==> config.mk <==
export PLATFORM = sky130hd
export DESIGN_NAME = gwds_front
export DESIGN_NICKNAME = d
export VERILOG_FILES = /design/src/rtl/gwds_pkg.sv /design/src/rtl/gwds_front.sv
export SDC_FILE = /design/constraint.sdc
export NUM_CORES = 1
export LEC_CHECK = 0
export CORE_MARGIN = 10
export CORE_UTILIZATION = 35
export CTS_CLUSTER_DIAMETER = 200
export DETAILED_ROUTE_END_ITERATION = 8
export DONT_BUFFER_PORTS = 1
export PLACE_DENSITY = 0.46
export SLEW_MARGIN = 30
export SYNTH_ARGS = -nofsm -noshare
export SYNTH_HDL_FRONTEND = slang
export SYNTH_SLANG_ARGS = --single-unit
==> constraint.sdc <==
create_clock -name clk -period 16.7 [get_ports clk]
set_input_delay 3.34 -clock clk [delete_from_list [all_inputs] [get_ports clk]]
set_output_delay 3.34 -clock clk [all_outputs]
set_load 0.01 [all_outputs]
==> src/rtl/gwds_pkg.sv <==
// ----------------------------------------------------------------------------
// gwds_pkg
// Shared types, constants and helpers for the Gaussian-weighted derivative
// stencil unit.
// ----------------------------------------------------------------------------
package gwds_pkg;

    localparam int Q_DEPTH = 4;
    localparam int Q_AW    = 2;

    localparam int EXP_BITS = 21;

    localparam logic [62:0] T_LIMIT  = 63'd1509022;
    localparam logic [62:0] T_CAP    = 63'd1509023;
    localparam logic [62:0] CAP_F    = 63'h0000_0000_8000_0000;
    localparam logic [62:0] CAP_STEP = 63'h4000_0000_0000_0000;

    localparam logic [5:0] FB_T    = 6'd15;
    localparam logic [5:0] FB_FULL = 6'd32;
    localparam logic [5:0] FB_HALF = 6'd16;
    localparam logic [5:0] FB_NONE = 6'd0;

    typedef enum logic [2:0] {
        REG_SIGMA    = 3'd0,
        REG_KIND     = 3'd1,
        REG_WRAP_X   = 3'd2,
        REG_WRAP_Y   = 3'd3,
        REG_WRAP_Z   = 3'd4,
        REG_PERIOD_X = 3'd5,
        REG_PERIOD_Y = 3'd6,
        REG_PERIOD_Z = 3'd7
    } cfg_idx_t;

    localparam logic [3:0] KIND_VALUE = 4'd0;
    localparam logic [3:0] KIND_X     = 4'd1;
    localparam logic [3:0] KIND_Y     = 4'd2;
    localparam logic [3:0] KIND_Z     = 4'd3;
    localparam logic [3:0] KIND_XX    = 4'd4;
    localparam logic [3:0] KIND_YY    = 4'd5;
    localparam logic [3:0] KIND_ZZ    = 4'd6;
    localparam logic [3:0] KIND_XY    = 4'd7;
    localparam logic [3:0] KIND_XZ    = 4'd8;
    localparam logic [3:0] KIND_YZ    = 4'd9;

    typedef logic signed [31:0] q16_t;

    typedef struct packed {
        q16_t dx;
        q16_t dy;
        q16_t dz;
        q16_t val;
        logic last;
    } item_t;

    typedef struct packed {
        logic [31:0] sigma;
        logic [3:0]  deriv_kind;
    } cfg_back_t;

    typedef struct packed {
        logic        start;
        logic [63:0] num;
        logic [63:0] den;
        logic [5:0]  fb;
        logic [62:0] cap;
    } div_req_t;

    typedef struct packed {
        logic        done;
        logic [62:0] quo;
    } div_rsp_t;

    function automatic logic [31:0] mag32(input logic signed [31:0] v);
        logic [31:0] r;
        r = v[31] ? (32'd0 - 32'(v)) : 32'(v);
        return r;
    endfunction

    function automatic logic [31:0] sat_mag(input logic [63:0] m, input logic neg);
        logic [31:0] r;
        if (neg)
            r = (m > 64'h8000_0000) ? 32'h8000_0000 : m[31:0];
        else
            r = (m > 64'h7FFF_FFFF) ? 32'h7FFF_FFFF : m[31:0];
        return r;
    endfunction

    function automatic logic [31:0] exp_coef(input logic [4:0] i);
        logic [31:0] r;
        case (i)
            5'd0:    r = 32'd4294901760;
            5'd1:    r = 32'd4294836226;
            5'd2:    r = 32'd4294705160;
            5'd3:    r = 32'd4294443040;
            5'd4:    r = 32'd4293918848;
            5'd5:    r = 32'd4292870656;
            5'd6:    r = 32'd4290775039;
            5'd7:    r = 32'd4286586875;
            5'd8:    r = 32'd4278222805;
            5'd9:    r = 32'd4261543595;
            5'd10:   r = 32'd4228380000;
            5'd11:   r = 32'd4162825044;
            5'd12:   r = 32'd4034748382;
            5'd13:   r = 32'd3790295335;
            5'd14:   r = 32'd3344923893;
            5'd15:   r = 32'd2605029347;
            5'd16:   r = 32'd1580030169;
            5'd17:   r = 32'd581260615;
            5'd18:   r = 32'd78665070;
            5'd19:   r = 32'd1440801;
            5'd20:   r = 32'd483;
            default: r = 32'd0;
        endcase
        return r;
    endfunction

endpackage

==> src/rtl/gwds_front.sv <==
// ----------------------------------------------------------------------------
// gwds_front
// Configuration registers, input beat acceptance and periodic folding of the
// offsets ahead of the item queue.
// ----------------------------------------------------------------------------
module gwds_front
    import gwds_pkg::*;
#(
    parameter int AXES = 3
)
(
    input  logic        clk,
    input  logic        rst_n,
    input  logic        push,
    output logic        full,
    input  q16_t        offset_x,
    input  q16_t        offset_y,
    input  q16_t        offset_z,
    input  q16_t        sample_value,
    input  logic        last,
    input  logic        cfg_we,
    input  logic [2:0]  cfg_index,
    input  logic [31:0] cfg_data,
    input  logic        q_full,
    output logic        q_wr,
    output item_t       q_item,
    output cfg_back_t   cfg_back
);

    logic [31:0] sigma_reg;
    logic [3:0]  kind_reg;
    logic [30:0] wrap_x_reg;
    logic [30:0] wrap_y_reg;
    logic [30:0] wrap_z_reg;
    logic [30:0] per_x_reg;
    logic [30:0] per_y_reg;
    logic [30:0] per_z_reg;

    function automatic q16_t fold(input q16_t v, input logic [30:0] wd,
                                  input logic [30:0] per);
        logic signed [33:0] x;
        logic signed [33:0] w;
        logic signed [33:0] p;
        q16_t r;
        x = 34'(v);
        w = $signed({3'b000, wd});
        p = $signed({3'b000, per});
        if (x > w)
            x = x - p;
        else if (x < -w)
            x = x + p;
        if (x > 34'sd2147483647)
            r = 32'sh7FFF_FFFF;
        else if (x < -34'sd2147483648)
            r = 32'sh8000_0000;
        else
            r = x[31:0];
        return r;
    endfunction

    always_ff @(posedge clk or negedge rst_n)
    begin
        if (!rst_n)
        begin
            sigma_reg  <= 32'd65536;
            kind_reg   <= KIND_VALUE;
            wrap_x_reg <= 31'h7FFF_FFFF;
            wrap_y_reg <= 31'h7FFF_FFFF;
            wrap_z_reg <= 31'h7FFF_FFFF;
            per_x_reg  <= 31'd0;
            per_y_reg  <= 31'd0;
            per_z_reg  <= 31'd0;
        end
        else if (cfg_we)
        begin
            unique case (cfg_idx_t'(cfg_index))
                REG_SIGMA:    sigma_reg  <= cfg_data;
                REG_KIND:     kind_reg   <= cfg_data[3:0];
                REG_WRAP_X:   wrap_x_reg <= cfg_data[30:0];
                REG_WRAP_Y:   wrap_y_reg <= cfg_data[30:0];
                REG_WRAP_Z:   wrap_z_reg <= cfg_data[30:0];
                REG_PERIOD_X: per_x_reg  <= cfg_data[30:0];
                REG_PERIOD_Y: per_y_reg  <= cfg_data[30:0];
                REG_PERIOD_Z: per_z_reg  <= cfg_data[30:0];
            endcase
        end
    end

    assign full  = q_full;
    assign q_wr  = push && !q_full;

    assign q_item.dx   = (AXES >= 1) ? fold(offset_x, wrap_x_reg, per_x_reg) : '0;
    assign q_item.dy   = (AXES >= 2) ? fold(offset_y, wrap_y_reg, per_y_reg) : '0;
    assign q_item.dz   = (AXES >= 3) ? fold(offset_z, wrap_z_reg, per_z_reg) : '0;
    assign q_item.val  = sample_value;
    assign q_item.last = last;

    assign cfg_back.sigma      = sigma_reg;
    assign cfg_back.deriv_kind = kind_reg;

endmodule

# After elaboration in Yosys (flattened, before gate mapping)
# Index checks and enable logic that the tools add are counted.
[totals]
ff_bits = 222
in_bits = 169
output_inout_bits = 167
word_cells = 59
[classes]
n_addsub = 9
order_cmp = 12
n_eq_ne = 7
mux = 12
n_reduce_logical = 11
[op_table]
columns = ["operator", "n"]
rows = [
  ["$mux 34", 6],
  ["$mux 32", 6],
  ["$gt 34x32->1 const B", 3],
  ["$lt 32x34->1", 3],
  ["$lt 34x32->1 const B", 3],
  ["$neg 31->34", 3],
  ["$add 32x32->33", 3],
  ["$sub 32x32->33", 3],
  ["$gt 32x32->1", 3],
  ["$reduce_and 2->1", 8],
  ["$eq 3x3->1 const B", 4],
  ["$eq 3x2->1 const B", 2],
  ["$eq 3x1->1 const B", 1],
  ["$logic_not 3->1", 1],
  ["$logic_and 1x1->1", 1],
  ["$logic_not 1->1", 1],
]

# Longest topological paths before layout
[depth]
word_depth = 7
depth_mapped = 23
ltp_nobuf = 21

# Worst setup path after synthesis
# Ideal clock, no wire load.
[synth_path]
path_kind = "input to output"
from = "input offset_y[11]"
to = "output q_item[95] (netlist name)"
t_arrival_ps = 6143
required_ps = 13360
path_slack_ps = 7217
path_stages = 11
path_buffers = 2
cell_sequence = "ha_1 -> buf_6 -> nor4_4 -> a311oi_2 -> o311ai_4 -> a41oi_2 -> o31a_1 -> o211a_1 -> nor4_4 -> buf_6 -> o21a_1"
[synth_lines]
columns = ["item", "line", "rtl"]
rows = [
  ["from (decl)", "gwds_front.sv:17", "input q16_t offset_y,"],
  ["to (decl)", "gwds_front.sv:26", "output item_t q_item,"],
]

==> flow_summary_export.csv <==
group,metric,value,unit
global_routing,grt_antenna_before_repair,10,
yosys,synth_top_area_share,17.75,%
yosys,synth_nets,3863,
sta,worst_clock_skew,0,ns
worst_setup_path,startpoint_type,"flop",
power_and_ir_drop,total_power,0.003362,W
cts,clk_latency,0.56,ns
placed_design,place_area,0.02754,mm²
yosys,synth-main-ff-cell,"dfrtp_1",
power_and_ir_drop,p_leak,12.11,nW
yosys,syn_area_per_cell,8.119,µm²
cts,cts_max_level,1,
sta,grt_setup_unrepaired,"no",
cts,cts.path.max_buffers,3,
cts,clk_pin_slew,0.06,ns
yosys,synthTopCellsByArea,"ha_1, dfrtp_1, dfstp_2",
sta,max_freq,90.10,MHz
layout,nNetsFinal,3741,
yosys,yosysWarnings,0,
floorplanning,die_area,0.08819,mm²
worst_setup_path,worstPathRequired,13.36,ns
cts,clock_sinks,222,
yosys,synthCells,3307,
worst_setup_path,endpoint_kind,"output pin",
routing,vias,25100,
worst_setup_path,path_max_fanout,20,
routing,firstDrtPassIters,6,
sta,finalCriticalPeriod,11.10,ns
layout,syn_to_final_growth,6.403,%
placed_design,dp_hpwl,82.69,mm
routing,wl_met3,6.444,mm
cts,cts_tree,"built",
yosys,async_flop_share,100.0,%
sta,finalCritPeriodShare,66.46,%
routing,wl_met1,47.64,mm
cts,cts_buffers,29,
sta,slew_headroom,29.90,%
cts,cts_root_buf,"clkbuf_16",
placed_design,place_congestion,0.9173,
outcome,outcome,"finished clean",
worst_setup_path,crit_type,"flop to output pin",
yosys,synth.most_common_cell,"ha_1",
yosys,yosys-top-cells-count,"ha_1, inv_1, a21oi_1",
routing,ant_nets,0,
routing,wl_per_cell,24.52,µm
global_routing,grt-ovfl-total,0,
routing,wl_met2,46.84,mm
global_routing,grt_pass1_wl,157.5,mm
global_routing,grt_pass1_vias,24760,
yosys,yosysUniqueCellTypes,97,
yosys,yosysTopAreaCell,"ha_1",
flow_run,maxCapViolations,0,
floorplanning,boundaryPins,336,
power_and_ir_drop,power_density,117.7,mW/mm²
floorplanning,initial_core_util,35.35,%
yosys,ys_seq_elements,222,
cts,ctsHoldBuffers,0,
global_routing,grtUsageTotal,22.51,%
routing,drc,0,
yosys,synth_edf_count,0,
worst_setup_path,arrival,7.76,ns
yosys,syn-cell-area,0.02685,mm²
floorplanning,die_w,297.0,µm
worst_hold_path,hold_class,"flop to flop",
power_and_ir_drop,ir_drop,0.08362,mV
cts,post_cts_resize_count,0,
floorplanning,rows,101,
sta,setup_viol,0,
placed_design,io_buffers,0,
yosys,synth-seq-area-share,21.13,%
layout,largest_register_ffs,32,
sta,hold_viol_final,0,
sta,timing.final.max_slew_violations,0,
layout,layout-drive-gt1-share,12.82,%
routing,first_iter_violations,1856,
routing,maxUsedRoutingLayer,"met4",
floorplanning,coreArea,0.07595,mm²
sta,worst_slew_pin_slew,1.044,ns
layout,design_area,0.02857,mm²
floorplanning,die_h,297.0,µm
sta,fin_setup_tns,0,ns
routing,finalWirelength,103.9,mm
global_routing,grt_max_degree,223,
routing,viasPerCell,5.925,
cts,postCtsSetupRepairBufs,0,
[power by group]
part / switching [W] / internal, W
clock: 0.000268 / 0.000407
combinational: 0.00115 / 0.000715
sequential: 0.000127 / 0.000692
total: 0.00155 / 0.00181
[per-layer routing]
metal / vias to the layer above / track usage, %
met4: 0 / 5.843
met2: 722 / 36.53
met1: 12370 / 30.22
met3: 129 / 4.284
met5: - / 0
li1: 11880 / -
[critical path, cell delays in order (launching register included)]
cell	delay, ns
dfstp_2	0.36
inv_1	0.14
nand3_1	0.13
nor2_1	0.26
nand3_1	0.22
or4_1	0.53
nor3_1	0.58
nand3_1	0.28
nor3_1	0.26
xnor2_1	0.11
ha_1	0.31
nand4_1	0.14
nor4_1	0.58
nand2_1	0.17
a2111oi_0	0.44
a211oi_1	0.25
mux2_2	0.50
a2111o_1	0.44
o211ai_1	0.22
buf_2	0.32
nand2_1	0.47
a31oi_1	0.46
[cell families after synthesis]
logic type,Yosys count,share of synthesized area (%)
compound gates,1025,25.28
simple gates,884,16.04
buf+inv,476,7.349
fa+ha+maj,418,19.40
flops,222,21.13
mux,176,7.316
xor+xnor,106,3.486
[area by class of cell]
type / instances / area [µm²]
Sequential cell: 222 / 5673
Antenna cell: 1 / 2.502
Inverter: 297 / 1115
Multi-Input combinational cell: 2609 / 19280
Timing Repair Buffer: 26 / 192.7
Clock inverter: 18 / 251.5
Clock buffer: 34 / 764.5
Tap cell: 1030 / 1289
Fill cell: 7831 / 47380
[cells in the final DEF (no fill, tap or decap), types with 16 or more instances in the layout]
cell | Yosys | final
ha_1 | 381 | 381
inv_1 | 294 | 294
a21oi_1 | 279 | 278
nor2_1 | 250 | 249
nand2_1 | 220 | 219
o21ai_0 | 196 | 195
mux2_2 | 162 | 162
dfrtp_1 | 128 | 128
xnor2_1 | 102 | 102
dfstp_2 | 94 | 94
nor3_1 | 78 | 76
nand3_1 | 65 | 65
o22ai_1 | 62 | 61
a21o_1 | 59 | 59
nand4_1 | 55 | 55
o21bai_1 | 48 | 48
a211oi_1 | 44 | 43
nor2b_1 | 33 | 33
a31oi_1 | 33 | 33
nor4_1 | 31 | 31
o31ai_1 | 31 | 31
nand2b_1 | 31 | 31
o211ai_1 | 30 | 30
clkbuf_16 | 0 | 29
a221oi_1 | 28 | 28
buf_4 | 34 | 25
or3_1 | 24 | 24
a22oi_1 | 24 | 23
maj3_1 | 22 | 22
or2_2 | 19 | 19
o21a_1 | 16 | 16
a211o_1 | 16 | 16
[worst paths after layout]
| check | start | endpoint | slack (ns) | depth (start not counted) |
|---|---|---|---|---|
| setup / recovery | wrap_x_reg[3]$_DFFE_PN1P_ | q_item[119] | 5.60 | 21 |
| setup reg to reg | wrap_x_reg[13]$_DFFE_PN1P_ | wrap_x_reg[13]$_DFFE_PN1P_ | 15.78 | 2 |
| max in group asynchronous | rst_n | per_z_reg[24]$_DFFE_PN0P_ | 13.58 | 0 |
| hold reg to reg | per_z_reg[0]$_DFFE_PN0P_ | per_z_reg[0]$_DFFE_PN0P_ | 0.54 | 1 |
| hold / removal | per_z_reg[0]$_DFFE_PN0P_ | per_z_reg[0]$_DFFE_PN0P_ | 0.54 | 1 |
| min in group asynchronous | rst_n | per_y_reg[2]$_DFFE_PN0P_ | 2.47 | 0 |
[through the flow]
stage	setup slack [ns]	instances	hold slack [ns]	utilization (%)
2_1_floorplan	7.217	3307	0.4923	-
3_3_place_gp	5.486	4183	0.5187	36.22
3_5_place_dp	5.641	4184	0.5245	36.26
4_1_cts	5.556	4236	0.5393	37.60
5_1_grt	4.934	4236	0.5614	37.61
6_report	5.601	4237	0.5378	37.62
Note: power is estimated with default switching activity, not from simulation.
