### src/rtl/gwds_pkg.sv
// ----------------------------------------------------------------------------
// gwds_pkg
// Shared types, constants and helpers for the Gaussian-weighted derivative
// stencil unit.
// ----------------------------------------------------------------------------
package gwds_pkg;

    localparam int Q_DEPTH = 4;
    localparam int Q_AW    = 2;

    localparam int EXP_BITS = 21;

    localparam logic [62:0] T_LIMIT  = 63'd1509022;
    localparam logic [62:0] T_CAP    = 63'd1509023;
    localparam logic [62:0] CAP_F    = 63'h0000_0000_8000_0000;
    localparam logic [62:0] CAP_STEP = 63'h4000_0000_0000_0000;

    localparam logic [5:0] FB_T    = 6'd15;
    localparam logic [5:0] FB_FULL = 6'd32;
    localparam logic [5:0] FB_HALF = 6'd16;
    localparam logic [5:0] FB_NONE = 6'd0;

    typedef enum logic [2:0] {
        REG_SIGMA    = 3'd0,
        REG_KIND     = 3'd1,
        REG_WRAP_X   = 3'd2,
        REG_WRAP_Y   = 3'd3,
        REG_WRAP_Z   = 3'd4,
        REG_PERIOD_X = 3'd5,
        REG_PERIOD_Y = 3'd6,
        REG_PERIOD_Z = 3'd7
    } cfg_idx_t;

    localparam logic [3:0] KIND_VALUE = 4'd0;
    localparam logic [3:0] KIND_X     = 4'd1;
    localparam logic [3:0] KIND_Y     = 4'd2;
    localparam logic [3:0] KIND_Z     = 4'd3;
    localparam logic [3:0] KIND_XX    = 4'd4;
    localparam logic [3:0] KIND_YY    = 4'd5;
    localparam logic [3:0] KIND_ZZ    = 4'd6;
    localparam logic [3:0] KIND_XY    = 4'd7;
    localparam logic [3:0] KIND_XZ    = 4'd8;
    localparam logic [3:0] KIND_YZ    = 4'd9;

    typedef logic signed [31:0] q16_t;

    typedef struct packed {
        q16_t dx;
        q16_t dy;
        q16_t dz;
        q16_t val;
        logic last;
    } item_t;

    typedef struct packed {
        logic [31:0] sigma;
        logic [3:0]  deriv_kind;
    } cfg_back_t;

    typedef struct packed {
        logic        start;
        logic [63:0] num;
        logic [63:0] den;
        logic [5:0]  fb;
        logic [62:0] cap;
    } div_req_t;

    typedef struct packed {
        logic        done;
        logic [62:0] quo;
    } div_rsp_t;

    function automatic logic [31:0] mag32(input logic signed [31:0] v);
        logic [31:0] r;
        r = v[31] ? (32'd0 - 32'(v)) : 32'(v);
        return r;
    endfunction

    function automatic logic [31:0] sat_mag(input logic [63:0] m, input logic neg);
        logic [31:0] r;
        if (neg)
            r = (m > 64'h8000_0000) ? 32'h8000_0000 : m[31:0];
        else
            r = (m > 64'h7FFF_FFFF) ? 32'h7FFF_FFFF : m[31:0];
        return r;
    endfunction

    function automatic logic [31:0] exp_coef(input logic [4:0] i);
        logic [31:0] r;
        case (i)
            5'd0:    r = 32'd4294901760;
            5'd1:    r = 32'd4294836226;
            5'd2:    r = 32'd4294705160;
            5'd3:    r = 32'd4294443040;
            5'd4:    r = 32'd4293918848;
            5'd5:    r = 32'd4292870656;
            5'd6:    r = 32'd4290775039;
            5'd7:    r = 32'd4286586875;
            5'd8:    r = 32'd4278222805;
            5'd9:    r = 32'd4261543595;
            5'd10:   r = 32'd4228380000;
            5'd11:   r = 32'd4162825044;
            5'd12:   r = 32'd4034748382;
            5'd13:   r = 32'd3790295335;
            5'd14:   r = 32'd3344923893;
            5'd15:   r = 32'd2605029347;
            5'd16:   r = 32'd1580030169;
            5'd17:   r = 32'd581260615;
            5'd18:   r = 32'd78665070;
            5'd19:   r = 32'd1440801;
            5'd20:   r = 32'd483;
            default: r = 32'd0;
        endcase
        return r;
    endfunction

endpackage

### src/rtl/gwds_div.sv
// ----------------------------------------------------------------------------
// gwds_div
// Restoring divider, one quotient bit per cycle: min(num * 2^fb / den, cap),
// with cap returned for a zero divisor.
// ----------------------------------------------------------------------------
module gwds_div
    import gwds_pkg::*;
(
    input  logic     clk,
    input  logic     rst_n,
    input  div_req_t req,
    output div_rsp_t rsp
);

    logic        busy_reg;
    logic        done_reg;
    logic [6:0]  cnt_reg;
    logic [95:0] dvd_reg;
    logic [63:0] rem_reg;
    logic [63:0] q_reg;
    logic        ovf_reg;
    logic [63:0] den_reg;
    logic [62:0] cap_reg;
    logic [62:0] quo_reg;

    logic [64:0] rem_sh;
    logic        ge;
    logic [64:0] rem_sub;

    assign rem_sh  = {rem_reg, dvd_reg[95]};
    assign ge      = (rem_sh >= {1'b0, den_reg});
    assign rem_sub = rem_sh - {1'b0, den_reg};

    always_ff @(posedge clk or negedge rst_n)
    begin
        if (!rst_n)
        begin
            busy_reg <= 1'b0;
            done_reg <= 1'b0;
        end
        else
        begin
            done_reg <= busy_reg && !req.start && (cnt_reg == '0);
            if (req.start)
            begin
                busy_reg <= 1'b1;
                cnt_reg  <= 7'd64 + 7'(req.fb);
                dvd_reg  <= {req.num, 32'd0};
                rem_reg  <= '0;
                q_reg    <= '0;
                ovf_reg  <= 1'b0;
                den_reg  <= req.den;
                cap_reg  <= req.cap;
            end
            else if (busy_reg)
            begin
                if (cnt_reg == '0)
                begin
                    busy_reg <= 1'b0;
                    if (den_reg == '0 || ovf_reg || q_reg >= {1'b0, cap_reg})
                        quo_reg <= cap_reg;
                    else
                        quo_reg <= q_reg[62:0];
                end
                else
                begin
                    rem_reg <= ge ? rem_sub[63:0] : rem_sh[63:0];
                    q_reg   <= {q_reg[62:0], ge};
                    ovf_reg <= ovf_reg | q_reg[63];
                    dvd_reg <= {dvd_reg[94:0], 1'b0};
                    cnt_reg <= cnt_reg - 1'b1;
                end
            end
        end
    end

    assign rsp.done = done_reg;
    assign rsp.quo  = quo_reg;

endmodule

### config.mk
export PLATFORM = sky130hd
export DESIGN_NAME = gwds_div
export DESIGN_NICKNAME = d
export VERILOG_FILES = /design/src/rtl/gwds_pkg.sv /design/src/rtl/gwds_div.sv
export SDC_FILE = /design/constraint.sdc
export NUM_CORES = 1
export LEC_CHECK = 0
export BUFFER_PORTS_ARGS = -buffer_cell sky130_fd_sc_hd__buf_2
export CORE_MARGIN = 2
export CORE_UTILIZATION = 34
export CTS_CLUSTER_DIAMETER = 100
export DETAILED_ROUTE_END_ITERATION = 12
export GPL_ROUTABILITY_DRIVEN = 0
export PLACE_DENSITY = 0.61
export SKIP_CTS_REPAIR_TIMING = 1
export SLEW_MARGIN = 20
export SYNTH_ARGS = -nofsm -noshare
export SYNTH_HDL_FRONTEND = slang
export SYNTH_SLANG_ARGS = --single-unit
### constraint.sdc
create_clock -name clk -period 7.5 [get_ports clk]
set_input_delay 1.125 -clock clk [delete_from_list [all_inputs] [get_ports clk]]
set_output_delay 1.125 -clock clk [all_outputs]
set_load 0.02 [all_outputs]
; ---- Word level (Yosys, flattened, before mapping)
; Cells that the tools add are included.
[word_totals]
ff_bits = 424
latch_bits = 0
ram_bits = 0
mem_bits_ro = 0
inputBits = 200
output_inout_bits = 64
wordCells = 47
mem_count = 0
[classes]
addsub = 3
n_mul = 0
n_div = 0
order_cmp = 2
n_eq_ne = 1
shifts = 0
muxes = 17
bitwise = 2
n_reduce_logical = 11
[ops]
columns = operator, count
row1 = $mux W64, 5
row2 = $mux W96, 3
row3 = $ge A65 B64 Y1, 1
row4 = $ge A64 B63 Y1, 1
row5 = $logic_not A64 Y1, 1
row6 = $sub A64 B64 Y64, 1
row7 = $mux W63, 1
row8 = $mux W7, 3
row9 = $add A7 B6 Y7 const A, 1
row10 = $logic_not A7 Y1, 1
row11 = $sub A7 B1 Y7 const B, 1
row12 = $mux W1, 5
row13 = $reduce_and A4 Y1, 1
row14 = $reduce_and A3 Y1, 1
row15 = $logic_and A1 B1 Y1, 2
row16 = $logic_or A1 B1 Y1, 2
row17 = $ne A2 B2 Y1 const B, 1
row18 = $reduce_and A2 Y1, 1
row19 = $reduce_bool A2 Y1, 1
row20 = $logic_not A1 Y1, 1
row21 = $not A1 Y1, 1
row22 = $or A1 B1 Y1, 1

; ---- Logic depth before layout (Yosys ltp)
[logic_depth]
word_depth = 4
ltp_mapped = 14

; ---- Worst setup path after synthesis
; Ideal clock, no wire load.
[synth_timing]
path_type = input to register
start = in req[197] in the netlist's numbering
end = reg cap_reg[0] (enable)
setup_ps = 501
arrival_ps = 4834
setup_slack_ps = 2166
stages = 4
cell_sequence = clkbuf_1 -> clkbuf_1 -> clkbuf_1 -> and2_1
[synth_between]
elab_chain_len = 1
[synth_rtl]
columns = item, line
row1 = start: declaration, gwds_div.sv:11  ; input div_req_t req,
row2 = $reduce_and A2 Y1 (no line), --
row3 = end signal: assignment, gwds_div.sv:53  ; cap_reg <= req.cap;
row4 = end: declaration, gwds_div.sv:23  ; logic [62:0] cap_reg;
; No other way between the ends.
; A chain may end at the register's enable or synchronous reset.

; ---- Worst setup path in the final report
[layout_timing]
start = reg rem_reg[3]
end = reg rem_reg[11] (data pin)
[layout_between]
elab_chain_len = 4
elab_cells_between_ends = 5
cone_classes = add/sub (1) / order compare (1) / mux (3)
[layout_rtl]
columns = item, line
row1 = start: declaration, gwds_div.sv:19  ; logic [63:0] rem_reg;
row2 = start signal: assignment, gwds_div.sv:67  ; rem_reg <= ge ? rem_sub[63:0] : rem_sh[63:0];
row3 = $sub A64 B64 Y64 / $ge A65 B64 Y1 (equally long branches), "gwds_div.sv:32, gwds_div.sv:31"
row4 = $mux W64 *, gwds_div.sv:67
row5 = $mux W64 *, gwds_div.sv:57  ; if (cnt_reg == '0)
row6 = $mux W64 *, gwds_div.sv:55  ; else if (busy_reg)
; Every way passes the cells marked *; elsewhere a longest branch is shown, timed or not.

==> results.tsv <==
stage	metric	value	unit
global_routing	initial antenna violation count	5	
worst_setup_path	CP Capture Type	register	
clocking	CTS tree	built	
sta	Final min period	4440	ps
sta	Final Skew	33.9	ps
sta	Pins Over Slew Limit	0	
final_layout	final core occ	0.401	
synth	Post-synth EDFFs	422	
worst_setup_path	Most common cell on crit path	a211oi_1	
sta	worst-margin pin slew	1060	ps
final_layout	max FFs per register	96	
worst_setup_path	r2r startpoint	rem_reg[3]	
sta	hold slack	464	ps
pwr	power per cell area	257	nW/um^2
worst_setup_path	slowest cell delay on critical path	660	ps
worst_setup_path	Critical Path Slowest Stage Cell	a31oi_4	
pwr	power share of the combinational group	0.209	
pwr	Seq pwr share	0.428	
clocking	CTS Root Cell	clkbuf_16	
worst_setup_path	Worst Setup SP	rem_reg[3]	
sta	Final Setup Violations	0	
worst_setup_path	FF-to-FF End	rem_reg[11]	
clocking	TritonCTS Buffers	50	
synth	sequential share of the synthesized area	0.549	
global_routing	GRT Overall Usage	0.169	
route	Post-Route WL	60800	um
pwr	Psw	2.02	mW
final_layout	Nets	2757	
global_routing	gr ovfl total	0	
sta	slew margin rel.	0.292	
worst_setup_path	critical path fanouts, max	84	
clocking	Clock Latency Late Sink	610	ps
worst_setup_path	Setup crit start kind	register	
placement	DP Worst Slack	3190	ps
worst_setup_path	Crit Path Class	register to register	
synth	Post-Synthesis Cells	2219	
run	MaxCap Viol Count	0	
synth	number of synthesized register bits	424	
floorplanning	Initial Util	0.344	
worst_setup_path	Reg2Reg Depth	12	
global_routing	vias in the first global route	17456	
clocking	clock-pin transition on the worst setup and hold timing paths	60	ps
floorplanning	FP Rows	95	
floorplanning	Die X	265	um
floorplanning	die area	70300	um^2
sta	period utilization	0.592	
sta	Setup WS post-layout	3060	ps
clocking	clk sinks	424	
route	mean number of vias per cell	5.23	
worst_hold_path	Hold Path Class	input port to asynchronous set/reset pin	
final_layout	Layout area overhead	16.5	%
sta	RSZ-0062 raised after global routing	no	
pwr	Peak VDD IR	161	uV
route	DRT antenna net count	0	
synth	Post-Syn Area	23200	um^2
sta	final hold viol count	0	
route	Detailed Route Iter0 Violations	1537	
pwr	Pleak	10.9	nW
global_routing	pin count of the biggest net entering global routing	204	
route	# DRC	0	
floorplanning	Vert. Die Dim	265	um
worst_setup_path	Worst Path Required	7820	ps
synth	Synth async-reset ratio	0.00472	
worst_setup_path	worst-path cell chain	ha_1, a211oi_1, o21bai_1, o21ai_0, o211ai_1, nand4_1, nand2_1, a31oi_4, buf_12, nor2_1, a211oi_1, nor3_1	
synth	Syn Area/Cell	10.5	um^2
pwr	clock power share	0.363	
worst_setup_path	r2r setup slk	3060	ps
pwr	switching share of power	0.291	
placement	Buffers on Ports	263	
route	drt wl/cell	18.2	um
synth	YS warnings	0	
synth	post-synth cell types	66	
synth	syn_nets	2549	
worst_setup_path	WP data arrival	4760	ps
clocking	Max Root-Sink Buffers	3	
clocking	# H-tree levels	2	
synth	Top FF cell, synth	edfxtp_1	
sta	fmax	0.225	GHz
pwr	P_int	4.93	mW
final_layout	layout cell share with drive strength beyond 1	0.174	
floorplanning	core area	67400	um^2
floorplanning	I/O pin count	264	
placement	Post-DP HPWL	42100	um
global_routing	first-pass GRT wire length	95400	um
route	via count	17471	
sta	total negative slack	0	ps
route	Pre-Repair DR Iteration Count	5	
run_status	status	complete, no violations	
power by group through the flow:
stage	logic (mW)	registers [mW]	clock network (mW)
2_1_floorplan	1.08	2.97	0
3_3_place_gp	1.40	3.02	0
3_5_place_dp	1.43	3.02	0
4_1_cts	1.44	2.97	2.60
5_1_grt	1.62	2.99	2.69
6_report	1.45	2.97	2.52
stage by stage:
| stage | cells | total power [mW] | area, um^2 |
|---|---|---|---|
| 2_1_floorplan | 2219 | 4.05 | 23200 |
| 3_3_place_gp | 3247 | 4.42 | 25300 |
| 3_5_place_dp | 3247 | 4.45 | 25300 |
| 4_1_cts | 3338 | 7.02 | 27000 |
| 5_1_grt | 3343 | 7.30 | 27000 |
| 6_report | 3343 | 6.95 | 27000 |
synth_stat cells, types with 38 or more instances:
library cell,instances,area share
edfxtp_1,422,0.55
nand2_1,411,0.067
a21oi_1,191,0.041
inv_1,143,0.023
nor2_1,134,0.022
o21ai_0,134,0.029
ha_1,129,0.070
clkbuf_1,97,0.016
mux2_2,60,0.029
a211oi_1,54,0.017
nor3_1,51,0.011
a21o_1,40,0.013
nand4_1,38,0.010
layer usage:
metal	up-vias	part of all wire	global-route usage
li1	8467	-	-
met1	8379	0.43	0.217
met2	513	0.48	0.288
met3	110	0.056	0.0289
met4	2	0.030	0.0562
met5	-	0.00018	0
placed cells by master (no fill, tap or decap), drive strengths merged, types with 9 or more instances in the layout:
| cell type | count |
|---|---|
| nor2 | 136 |
| a21oi | 191 |
| o21bai | 12 |
| nand2 | 411 |
| mux2 | 63 |
| nand3 | 19 |
| nor3 | 51 |
| ha | 129 |
| and2 | 11 |
| nand3b | 9 |
| and4 | 10 |
| xnor2 | 33 |
| mux2i | 20 |
| nand4 | 38 |
| inv | 143 |
| buf | 276 |
| clkinv | 25 |
| xor2 | 27 |
| clkbuf | 58 |
| nor4 | 23 |
| edfxtp | 422 |
| o21ai | 136 |
| a211oi | 56 |
| a21o | 40 |
kinds of logic after synthesis:
family	synth area share
AO/OA/AOI/OAI	0.134
XOR/XNOR	0.0227
adder cells (fa/ha/maj)	0.0705
buffers and inverters	0.0445
flip-flops	0.549
multiplexers	0.0392
AND/OR/NAND/NOR	0.141
cell type report:
type / count / area [um^2]
Sequential cell: 424 / 12700
Clock inverter: 34 / 417
Timing Repair Buffer: 277 / 1470
Tap cell: 873 / 1090
Multi-Input combinational cell: 1531 / 9470
Inverter: 143 / 537
Clock buffer: 57 / 1300
Antenna cell: 4 / 10.0
Fill cell: 6499 / 40400
worst max-delay path, delay by kind of cell, from the launching register on:
kind / cells / cell delay, ps
AOI/OAI and AO/OA: 6 / 2290
and+or+nand+nor: 4 / 580
DFF: 1 / 420
adders and majority gates: 1 / 390
buffers and inverters: 1 / 390
worst max-delay path by stage:
stage,slack (ps),depth (start not counted),end
after detailed placement,3190,12,quo_reg[11]
after CTS,3150,12,rem_reg[11]
after global routing,2670,12,rem_reg[27]
after floorplan,2170,4,cap_reg[0]
final,3060,12,rem_reg[11]
after global placement,3270,12,quo_reg[11]
Note: power is estimated with default switching activity, not from simulation.
