## config.mk

```make
export PLATFORM = sky130hd
export DESIGN_NAME = gwds_fifo
export DESIGN_NICKNAME = d
export VERILOG_FILES = /design/src/rtl/gwds_pkg.sv /design/src/rtl/gwds_fifo.sv
export SDC_FILE = /design/constraint.sdc
export NUM_CORES = 1
export LEC_CHECK = 0
export ABC_AREA = 1
export BUFFER_PORTS_ARGS = -buffer_cell sky130_fd_sc_hd__buf_4
export CAP_MARGIN = 20
export CORE_MARGIN = 2
export CORE_UTILIZATION = 58
export DETAILED_ROUTE_END_ITERATION = 10
export PLACE_DENSITY = 0.8
export SETUP_SLACK_MARGIN = 0.5
export SLEW_MARGIN = 20
export SYNTH_ARGS = -nofsm -noshare
export SYNTH_HDL_FRONTEND = slang
export SYNTH_SLANG_ARGS = --single-unit
```

## constraint.sdc

```tcl
create_clock -name clk -period 4.4 [get_ports clk]
set_clock_uncertainty 0.15 [all_clocks]
set_input_delay 0.88 -clock clk [delete_from_list [all_inputs] [get_ports clk]]
set_output_delay 0.88 -clock clk [all_outputs]
set_load 0.01 [all_outputs]
```

## src/rtl/gwds_pkg.sv

```systemverilog
// ----------------------------------------------------------------------------
// gwds_pkg
// Shared types, constants and helpers for the Gaussian-weighted derivative
// stencil unit.
// ----------------------------------------------------------------------------
package gwds_pkg;

    localparam int Q_DEPTH = 4;
    localparam int Q_AW    = 2;

    localparam int EXP_BITS = 21;

    localparam logic [62:0] T_LIMIT  = 63'd1509022;
    localparam logic [62:0] T_CAP    = 63'd1509023;
    localparam logic [62:0] CAP_F    = 63'h0000_0000_8000_0000;
    localparam logic [62:0] CAP_STEP = 63'h4000_0000_0000_0000;

    localparam logic [5:0] FB_T    = 6'd15;
    localparam logic [5:0] FB_FULL = 6'd32;
    localparam logic [5:0] FB_HALF = 6'd16;
    localparam logic [5:0] FB_NONE = 6'd0;

    typedef enum logic [2:0] {
        REG_SIGMA    = 3'd0,
        REG_KIND     = 3'd1,
        REG_WRAP_X   = 3'd2,
        REG_WRAP_Y   = 3'd3,
        REG_WRAP_Z   = 3'd4,
        REG_PERIOD_X = 3'd5,
        REG_PERIOD_Y = 3'd6,
        REG_PERIOD_Z = 3'd7
    } cfg_idx_t;

    localparam logic [3:0] KIND_VALUE = 4'd0;
    localparam logic [3:0] KIND_X     = 4'd1;
    localparam logic [3:0] KIND_Y     = 4'd2;
    localparam logic [3:0] KIND_Z     = 4'd3;
    localparam logic [3:0] KIND_XX    = 4'd4;
    localparam logic [3:0] KIND_YY    = 4'd5;
    localparam logic [3:0] KIND_ZZ    = 4'd6;
    localparam logic [3:0] KIND_XY    = 4'd7;
    localparam logic [3:0] KIND_XZ    = 4'd8;
    localparam logic [3:0] KIND_YZ    = 4'd9;

    typedef logic signed [31:0] q16_t;

    typedef struct packed {
        q16_t dx;
        q16_t dy;
        q16_t dz;
        q16_t val;
        logic last;
    } item_t;

    typedef struct packed {
        logic [31:0] sigma;
        logic [3:0]  deriv_kind;
    } cfg_back_t;

    typedef struct packed {
        logic        start;
        logic [63:0] num;
        logic [63:0] den;
        logic [5:0]  fb;
        logic [62:0] cap;
    } div_req_t;

    typedef struct packed {
        logic        done;
        logic [62:0] quo;
    } div_rsp_t;

    function automatic logic [31:0] mag32(input logic signed [31:0] v);
        logic [31:0] r;
        r = v[31] ? (32'd0 - 32'(v)) : 32'(v);
        return r;
    endfunction

    function automatic logic [31:0] sat_mag(input logic [63:0] m, input logic neg);
        logic [31:0] r;
        if (neg)
            r = (m > 64'h8000_0000) ? 32'h8000_0000 : m[31:0];
        else
            r = (m > 64'h7FFF_FFFF) ? 32'h7FFF_FFFF : m[31:0];
        return r;
    endfunction

    function automatic logic [31:0] exp_coef(input logic [4:0] i);
        logic [31:0] r;
        case (i)
            5'd0:    r = 32'd4294901760;
            5'd1:    r = 32'd4294836226;
            5'd2:    r = 32'd4294705160;
            5'd3:    r = 32'd4294443040;
            5'd4:    r = 32'd4293918848;
            5'd5:    r = 32'd4292870656;
            5'd6:    r = 32'd4290775039;
            5'd7:    r = 32'd4286586875;
            5'd8:    r = 32'd4278222805;
            5'd9:    r = 32'd4261543595;
            5'd10:   r = 32'd4228380000;
            5'd11:   r = 32'd4162825044;
            5'd12:   r = 32'd4034748382;
            5'd13:   r = 32'd3790295335;
            5'd14:   r = 32'd3344923893;
            5'd15:   r = 32'd2605029347;
            5'd16:   r = 32'd1580030169;
            5'd17:   r = 32'd581260615;
            5'd18:   r = 32'd78665070;
            5'd19:   r = 32'd1440801;
            5'd20:   r = 32'd483;
            default: r = 32'd0;
        endcase
        return r;
    endfunction

endpackage

```

## src/rtl/gwds_fifo.sv

```systemverilog
// ----------------------------------------------------------------------------
// gwds_fifo
// Short first-word-fall-through queue of folded items between the front and
// the back.
// ----------------------------------------------------------------------------
module gwds_fifo
    import gwds_pkg::*;
(
    input  logic  clk,
    input  logic  rst_n,
    input  logic  wr,
    input  item_t wr_item,
    output logic  full,
    input  logic  rd,
    output item_t rd_item,
    output logic  empty
);

    item_t           mem [Q_DEPTH];
    logic [Q_AW-1:0] wr_ptr_reg;
    logic [Q_AW-1:0] rd_ptr_reg;
    logic [Q_AW:0]   count_reg;

    always_ff @(posedge clk)
    begin
        if (wr)
            mem[wr_ptr_reg] <= wr_item;
    end

    always_ff @(posedge clk or negedge rst_n)
    begin
        if (!rst_n)
        begin
            wr_ptr_reg <= '0;
            rd_ptr_reg <= '0;
            count_reg  <= '0;
        end
        else
        begin
            if (wr)
                wr_ptr_reg <= wr_ptr_reg + 1'b1;
            if (rd)
                rd_ptr_reg <= rd_ptr_reg + 1'b1;
            if (wr && !rd)
                count_reg <= count_reg + 1'b1;
            else if (rd && !wr)
                count_reg <= count_reg - 1'b1;
        end
    end

    assign rd_item = mem[rd_ptr_reg];
    assign full    = (count_reg == (Q_AW+1)'(Q_DEPTH));
    assign empty   = (count_reg == '0);

endmodule

```

# After elaboration in Yosys (flattened, before gate mapping)
# Memory sizes are Yosys's and may differ from the RTL's.
# Index checks and enable logic that the tools add are counted.
[totals]
output_inout_bits = 131
ramBits = 516
input_bits = 133
elab_cells = 19
ff_bits = 7
mem_count = 1
[classes]
n_reduce_logical = 6
n_eq_ne = 1
n_mux = 4
addsub = 4
[mem_list]
columns = ["memory", "depth", "width", "rd", "rd_ports_with_merged_regs", "write_ports", "line", "source"]
rows = [
  ["mem", 4, 129, 1, 0, 1, "gwds_fifo.sv:19", "item_t mem [Q_DEPTH];"],
]
[op_table]
columns = ["cell", "count"]
rows = [
  ["3-bit 2-to-1 mux", 2],
  ["2-bit by 1-bit adder with 2-bit output (second input constant)", 2],
  ["3-bit by 1-bit adder with 3-bit output (second input constant)", 1],
  ["3-bit equality test (second input constant)", 1],
  ["3-bit zero test", 1],
  ["3-bit by 1-bit subtractor with 3-bit output (second input constant)", 1],
  ["1-bit logical AND", 2],
  ["1-bit zero test", 2],
  ["1-bit 2-to-1 mux", 2],
  ["2-bit nonzero test", 1],
]

# Longest topological paths before layout
# Gate-level depths: netlist of the first run.
[depth]
depth_word = 4
mapped_depth = 9
depth_no_buf = 9

# Worst setup path before layout of the first run
# No wires, ideal clock.
[synth_timing]
path_type = "in2reg"
startpoint = "input port wr"
endpoint = "memory mem[0][0] in the netlist's numbering, enable pin"
path_buffers = 1
cell_stages = 3
setup_slack_ps = 101
t_required_ps = 3768
setup_ps = 482
t_arrival_ps = 3666
cell_sequence = "clkbuf_1 > nand2_1 > inv_1"
[synth_via]
elab_chain_cells = 2
[synth_rtl]
columns = ["element", "line", "source"]
rows = [
  ["from (decl)", "gwds_fifo.sv:11", "input logic wr,"],
  ["1-bit 2-to-1 mux", "gwds_fifo.sv:26", "if (wr)"],
  ["1-bit 2-to-1 mux (implied by the code)", "gwds_fifo.sv:27", "mem[wr_ptr_reg] <= wr_item;"],
  ["to (decl)", "gwds_fifo.sv:19", ""],
]
# Every way passes these cells.

==> impl_metrics.json, run 1 <==
{
  "outcome": "completed",
  "synth_seq_cells": 523,
  "place.detailed.hpwl_um": 25300,
  "synth_xor_area_frac": 0.00165,
  "yosysWarningCount": 0,
  "relSlewSlack": 0.313,
  "cts_tree": "yes",
  "detailedRoute.firstPassIterationCount": 7,
  "cap_violations": 0,
  "syn_area_per_cell_um2": 13.7,
  "synth_compound_area_frac": 0.115,
  "synth_top_family_by_area": "compound AO/OA/AOI/OAI gates",
  "core_um2": 36300,
  "report.final.slew_viol_count": 0,
  "avgViaCountPerCell": 5.35,
  "reg2reg_slack_ps": 1800,
  "initialDrtViolationCount": 825,
  "min_path_cells": 1,
  "die_h_um": 195,
  "synth_fp_nets": 1692,
  "ioPinCount": 264,
  "r2r-start": "wr_ptr_reg[0]",
  "grtUsageTotal": 0.227,
  "clk_pin_slew_ps": 60,
  "gp_congestion": 0.768,
  "setup_violations": 0,
  "combPwrFrac": 0.370,
  "synthCells": 1553,
  "fillCellCount": 2378,
  "timing.critical_path.arrival_ps": 2640,
  "clock-sinks": 523,
  "nets": 1947,
  "gr-total-overflow": 0,
  "period_needed_ps": 3670,
  "p_int_mw": 11.3,
  "drive_above_1_share": 0.249,
  "regToRegEndpoint": "mem[0][55]",
  "hp-start": "wr_item[74]",
  "clk_latency_ps": 580,
  "grt_pass1_wl_um": 66600,
  "hold_violations": 0,
  "row_count": 70,
  "most-common-layout-cells": "516 x edfxtp_1, 400 x nand2_1, 275 x buf_4",
  "rsz0062_at_grt": "no",
  "required_ps": 3370,
  "crit_type": "reg2out",
  "yosys.area_share.simple": 0.0716,
  "tightest_slew_ps": 1030,
  "grt_pass1_vias": 12600,
  "numCtsBuffers": 51,
  "finalSetupTns_ps": 0,
  "synth_fa_ha_area_frac": 0.00388,
  "dieWidth_um": 195,
  "sw_frac_of_total": 0.347,
  "dr_total_vias": 12400,
  "synth_area_leaders": "edfxtp_1 73%, nand2_1 7.1%, o211ai_2 5.9%",
  "max_freq_mhz": 273,
  "seq_power_share": 0.397,
  "min_to": "mem[3][74]",
  "cp-end-kind": "output port",
  "ir_drop_mv": 0.593,
  "syn-cell-area_um2": 21300,
  "start_util": 0.585,
  "antenna_found_initial": 1,
  "route.detailed.wl_per_inst_um": 18.6,
  "p_sw_mw": 6.01,
  "routed_wl_um": 43000,
  "ant_nets": 0,
  "finalCritPeriodShare": 0.834,
  "port_buffers": 263,
  "layout_commonest_cell": "edfxtp_1",
  "htreeDepth": 2,
  "multi_input_area_um2": 4080,
  "ys_seq_area_frac": 0.737,
  "startpoint_type": "flip-flop",
  "grt_max_degree": 125,
  "r2r_cells": 5,
  "drc": 0,
  "postCtsSetupBuffers": 0,
  "largest_reg_flops": 516,
  "synth_mux_area_frac": 0,
  "yosys.cell_types.count": 19,
  "yosysTopAreaCell": "edfxtp_1",
  "leakage_nw": 10.1,
  "syn2layout_area_growth_pct": 18.8,
  "cts_root_buffer": "clkbuf_16",
  "synth_top_area_share": 0.729,
  "power.density_nw_per_um2": 687,
  "dieArea_um2": 38200,
  "min_path_type": "in2reg",
  "power_frac_clock": 0.233,
  "clock_path_buffers": 3,
  "cp_max_fo": 67,
  "register_area_um2": 15700,
  "total_power_mw": 17.4
}
repair_timing:
item	in CTS	in global routing
hold endpoints to repair	7	0
hold buffers	1	0
gates resized for setup	0	0
worst max-delay path by stage:
stage                   end          start
2_1_floorplan     mem[0][0]             wr
3_3_place_gp     mem[1][89]             wr
3_5_place_dp   rd_item[103]  rd_ptr_reg[0]
4_1_cts        rd_item[103]  rd_ptr_reg[0]
5_1_grt         rd_item[68]  rd_ptr_reg[0]
6_report        rd_item[68]  rd_ptr_reg[0]
stage by stage:
step	hold slack, ps	util	area, um^2	cells	setup WS, ps
global placement	331	0.652	23700	2221	1410
detailed placement	336	0.652	23700	2221	1370
global route	318	0.695	25300	2315	581
finish	339	0.695	25300	2315	731
CTS	305	0.694	25200	2313	685
floorplan	313	-	21300	1553	810
critical path, cell delays in order, from the launching register on:
cell and delay (ps):
dfrtp_4 1000, buf_4 470, nand2_1 140, o211ai_2 90
nand2_1 130, buf_4 170
logic make-up after synthesis:
kind of cell,after synthesis
fa+ha+maj,6
xor+xnor,4
buf+inv,357
simple gates,404
compound gates,259
flops,523
cell usage after synthesis, drive strengths merged:
cell	instances
buf	60
clkbuf	27
dfrtp	7
edfxtp	516
fa	1
ha	5
inv	270
nand2	400
nand3	1
nand4	1
nor3	2
o211ai	258
o21ai	1
xnor2	1
xor2	3
layer usage:
metal  track usage  routed length [um]
met1         0.280               17200
met5             0                   0
met2         0.391               21600
met4        0.0843                1100
met3        0.0541                3090
power groups by stage:
stage | Combinational [mW] | Sequential (mW) | Clock [mW]
2_1_floorplan | 3.94 | 6.86 | 0
3_3_place_gp | 6.30 | 6.94 | 0
3_5_place_dp | 6.44 | 6.99 | 0
4_1_cts | 6.48 | 6.90 | 4.13
5_1_grt | 7.00 | 6.97 | 4.28
6_report | 6.42 | 6.89 | 4.05
area by class of cell:
cell class / instances / area share
sequential: 523 / 0.621
antenna: 1 / 0.0000991
tap: 468 / 0.0232
inverter: 270 / 0.0409
multi-input combinational: 673 / 0.162
clock inverter: 28 / 0.00703
clock buffer: 63 / 0.0540
timing repair buffer: 289 / 0.0924
Note: power is estimated with default switching activity, not from simulation.
==> inputs of run 2 (changes only) <==
--- a/config.mk
+++ b/config.mk
@@ -5,13 +5,13 @@
 export SDC_FILE = /design/constraint.sdc
 export NUM_CORES = 1
 export LEC_CHECK = 0
-export ABC_AREA = 1
+export ABC_AREA = 0
 export BUFFER_PORTS_ARGS = -buffer_cell sky130_fd_sc_hd__buf_4
 export CAP_MARGIN = 20
 export CORE_MARGIN = 2
-export CORE_UTILIZATION = 58
+export CORE_UTILIZATION = 57
 export DETAILED_ROUTE_END_ITERATION = 10
-export PLACE_DENSITY = 0.8
+export PLACE_DENSITY = 0.79
 export SETUP_SLACK_MARGIN = 0.5
 export SLEW_MARGIN = 20
 export SYNTH_ARGS = -nofsm -noshare
==> constraint.sdc (replaced) <==
create_clock -name clk -period 3.4 [get_ports clk]
set_clock_uncertainty 0.15 [all_clocks]
set_input_delay 0.68 -clock clk [delete_from_list [all_inputs] [get_ports clk]]
set_output_delay 0.68 -clock clk [all_outputs]
set_load 0.01 [all_outputs]
==> impl_metrics.json, run 2 <==
{
  "gr-total-overflow": 0,
  "cp_max_fo": 11,
  "power.density_nw_per_um2": 889,
  "largest_reg_flops": 516,
  "final_area_um2": 23800,
  "ys_seq_area_frac": 0.825,
  "port_buffers": 263,
  "core_um2": 32700,
  "gp_congestion": 0.719,
  "clk_latency_ps": 550,
  "final_util": 0.726,
  "outcome": "completed",
  "synth_top_area_share": 0.815,
  "reg2reg_slack_ps": 1350,
  "regToRegEndpoint": "mem[2][67]",
  "hold_violations": 0,
  "synth_area_leaders": "edfxtp_1 82%, mux4_2 15%, dfrtp_1 0.92%",
  "ant_nets": 0,
  "yosysWarningCount": 0,
  "synthCells": 708,
  "min_path_type": "in2reg",
  "rsz0062_at_grt": "yes",
  "dr_total_vias": 8687,
  "initialDrtViolationCount": 459,
  "setup_ws_ps": 436,
  "report.final.slew_viol_count": 0,
  "clock-sinks": 523,
  "syn-cell-area_um2": 19000,
  "yosys.cell_types.count": 20,
  "ys.flop_type": "edfxtp_1",
  "layout_commonest_cell": "edfxtp_1",
  "synth.most_common_cell": "edfxtp_1",
  "dieArea_um2": 34800,
  "hp-start": "wr_item[104]",
  "cts_root_buffer": "clkbuf_16",
  "grt_max_degree": 58,
  "route.detailed.wl_per_inst_um": 25.1,
  "setup_violations": 0,
  "min_path_cells": 1,
  "holdWs_ps": 171,
  "crit_type": "reg2out",
  "startpoint_type": "flip-flop",
  "drc": 0,
  "syn_area_per_cell_um2": 26.8,
  "grt_pass1_vias": 9213,
  "die_h_um": 187,
  "start_util": 0.581,
  "numCtsBuffers": 50,
  "required_ps": 2570,
  "row_count": 66,
  "period_needed_ps": 2960,
  "synth_seq_cells": 523,
  "routed_wl_um": 38100,
  "synth-edff-count": 516,
  "cp-end-kind": "output port",
  "synth_common_cells": "516 x edfxtp_1, 129 x mux4_2, 12 x buf_2, 11 x buf_6, 7 x dfrtp_1",
  "synth_fp_nets": 847,
  "yosysTopAreaCell": "edfxtp_1",
  "relSlewSlack": 0.613,
  "drive_above_1_share": 0.474,
  "avgViaCountPerCell": 5.73,
  "tightest_slew_ps": 581,
  "finalCritPeriodShare": 0.872,
  "nets": 1177,
  "finalSetupTns_ps": 0,
  "finalNonFillerCells": 1517,
  "syn2layout_area_growth_pct": 25.0,
  "timing.critical_path.arrival_ps": 2130,
  "dp_slack_ps": 683,
  "r2r_cells": 4,
  "dp.cells": 1407,
  "detailedRoute.firstPassIterationCount": 4,
  "place_area_um2": 21700,
  "grt_pass1_wl_um": 55900,
  "ir_drop_mv": 0.655,
  "clk_pin_slew_ps": 60,
  "cts_tree": "yes",
  "clock_path_buffers": 3,
  "max_freq_mhz": 337,
  "antenna_found_initial": 2,
  "cap_violations": 0,
  "grtUsageTotal": 0.214,
  "leakage_nw": 8.19,
  "ioPinCount": 264,
  "fillCellCount": 1821,
  "place.detailed.hpwl_um": 22100,
  "async_flop_share": 0.0134,
  "min_to": "mem[3][104]",
  "total_power_mw": 21.1,
  "most-common-layout-cells": "516 x edfxtp_1, 246 x buf_4, 129 x mux4_2",
  "htreeDepth": 2,
  "r2r-start": "wr_ptr_reg[0]",
  "dieWidth_um": 187
}
run 2: cell count changes in the layout (fill, tap and decap cells not counted), moves of 29 or more:
cell and delta:
buf_4 -29, o211ai_2 -100, o211ai_1 -158, buf_6 +31, inv_1 -261, mux4_2 +129
nand2_1 -398
run 2: repair_timing:
| action | 4_1_cts | 5_1_grt |
|---|---|---|
| gates cloned | 1 | 7 |
| endpoints found under the setup margin | 129 | 120 |
| hold buffers | 1 | 0 |
| setup buffers | 11 | 1 |
| hold endpoints to repair | 7 | 0 |
| gates resized for setup | 5 | 36 |
run 2: worst max-delay path by stage:
stage,cells past startpoint,to,startpoint,slack (ps)
detailed placement,3,rd_item[105],rd_ptr_reg[0],680
finish,4,rd_item[81],rd_ptr_reg[0],440
CTS,4,rd_item[79],rd_ptr_reg[0],420
floorplan,1,mem[3][0],wr,530
global placement,3,rd_item[51],rd_ptr_reg[0],690
global route,4,rd_item[79],rd_ptr_reg[0],380
run 2: cell families after synthesis:
family / Yosys count / share of synthesized area
compound gates: 1 / 0.000263
xor+xnor: 6 / 0.00277
fa+ha+maj: 6 / 0.00435
buf+inv: 33 / 0.0120
flops: 523 / 0.825
mux: 130 / 0.153
simple gates: 9 / 0.00257
run 2: final cells by class:
type / count / area [um^2] / share of cell area
Multi-Input combinational cell: 152 / 3120 / 0.131
Tap cell: 442 / 553 / 0.0233
Clock inverter: 27 / 176 / 0.00743
Inverter: 4 / 15.0 / 0.000632
Antenna cell: 1 / 2.50 / 0.000105
Sequential cell: 523 / 15700 / 0.660
Timing Repair Buffer: 307 / 2860 / 0.120
Clock buffer: 61 / 1360 / 0.0571
run 2: worst max-delay path: stages (launching register included):
cell       delay (ps)
dfrtp_4           480
buf_12            190
clkbuf_16         210
mux4_2            520
buf_4             160
run 2: per-layer routing:
| layer | share of wire | GRT usage | vias up |
|---|---|---|---|
| li1 | - | - | 3731 |
| met1 | 0.38 | 0.274 | 4601 |
| met2 | 0.53 | 0.369 | 276 |
| met3 | 0.059 | 0.0502 | 77 |
| met4 | 0.028 | 0.0638 | 2 |
| met5 | 0.00029 | 0 | - |
run 2: power by group:
| group | total [mW] | switching (mW) | internal, mW |
|---|---|---|---|
| combinational | 7.23 | 3.41 | 3.82 |
| clock | 5.17 | 2.20 | 2.97 |
| sequential | 8.72 | 0.294 | 8.43 |
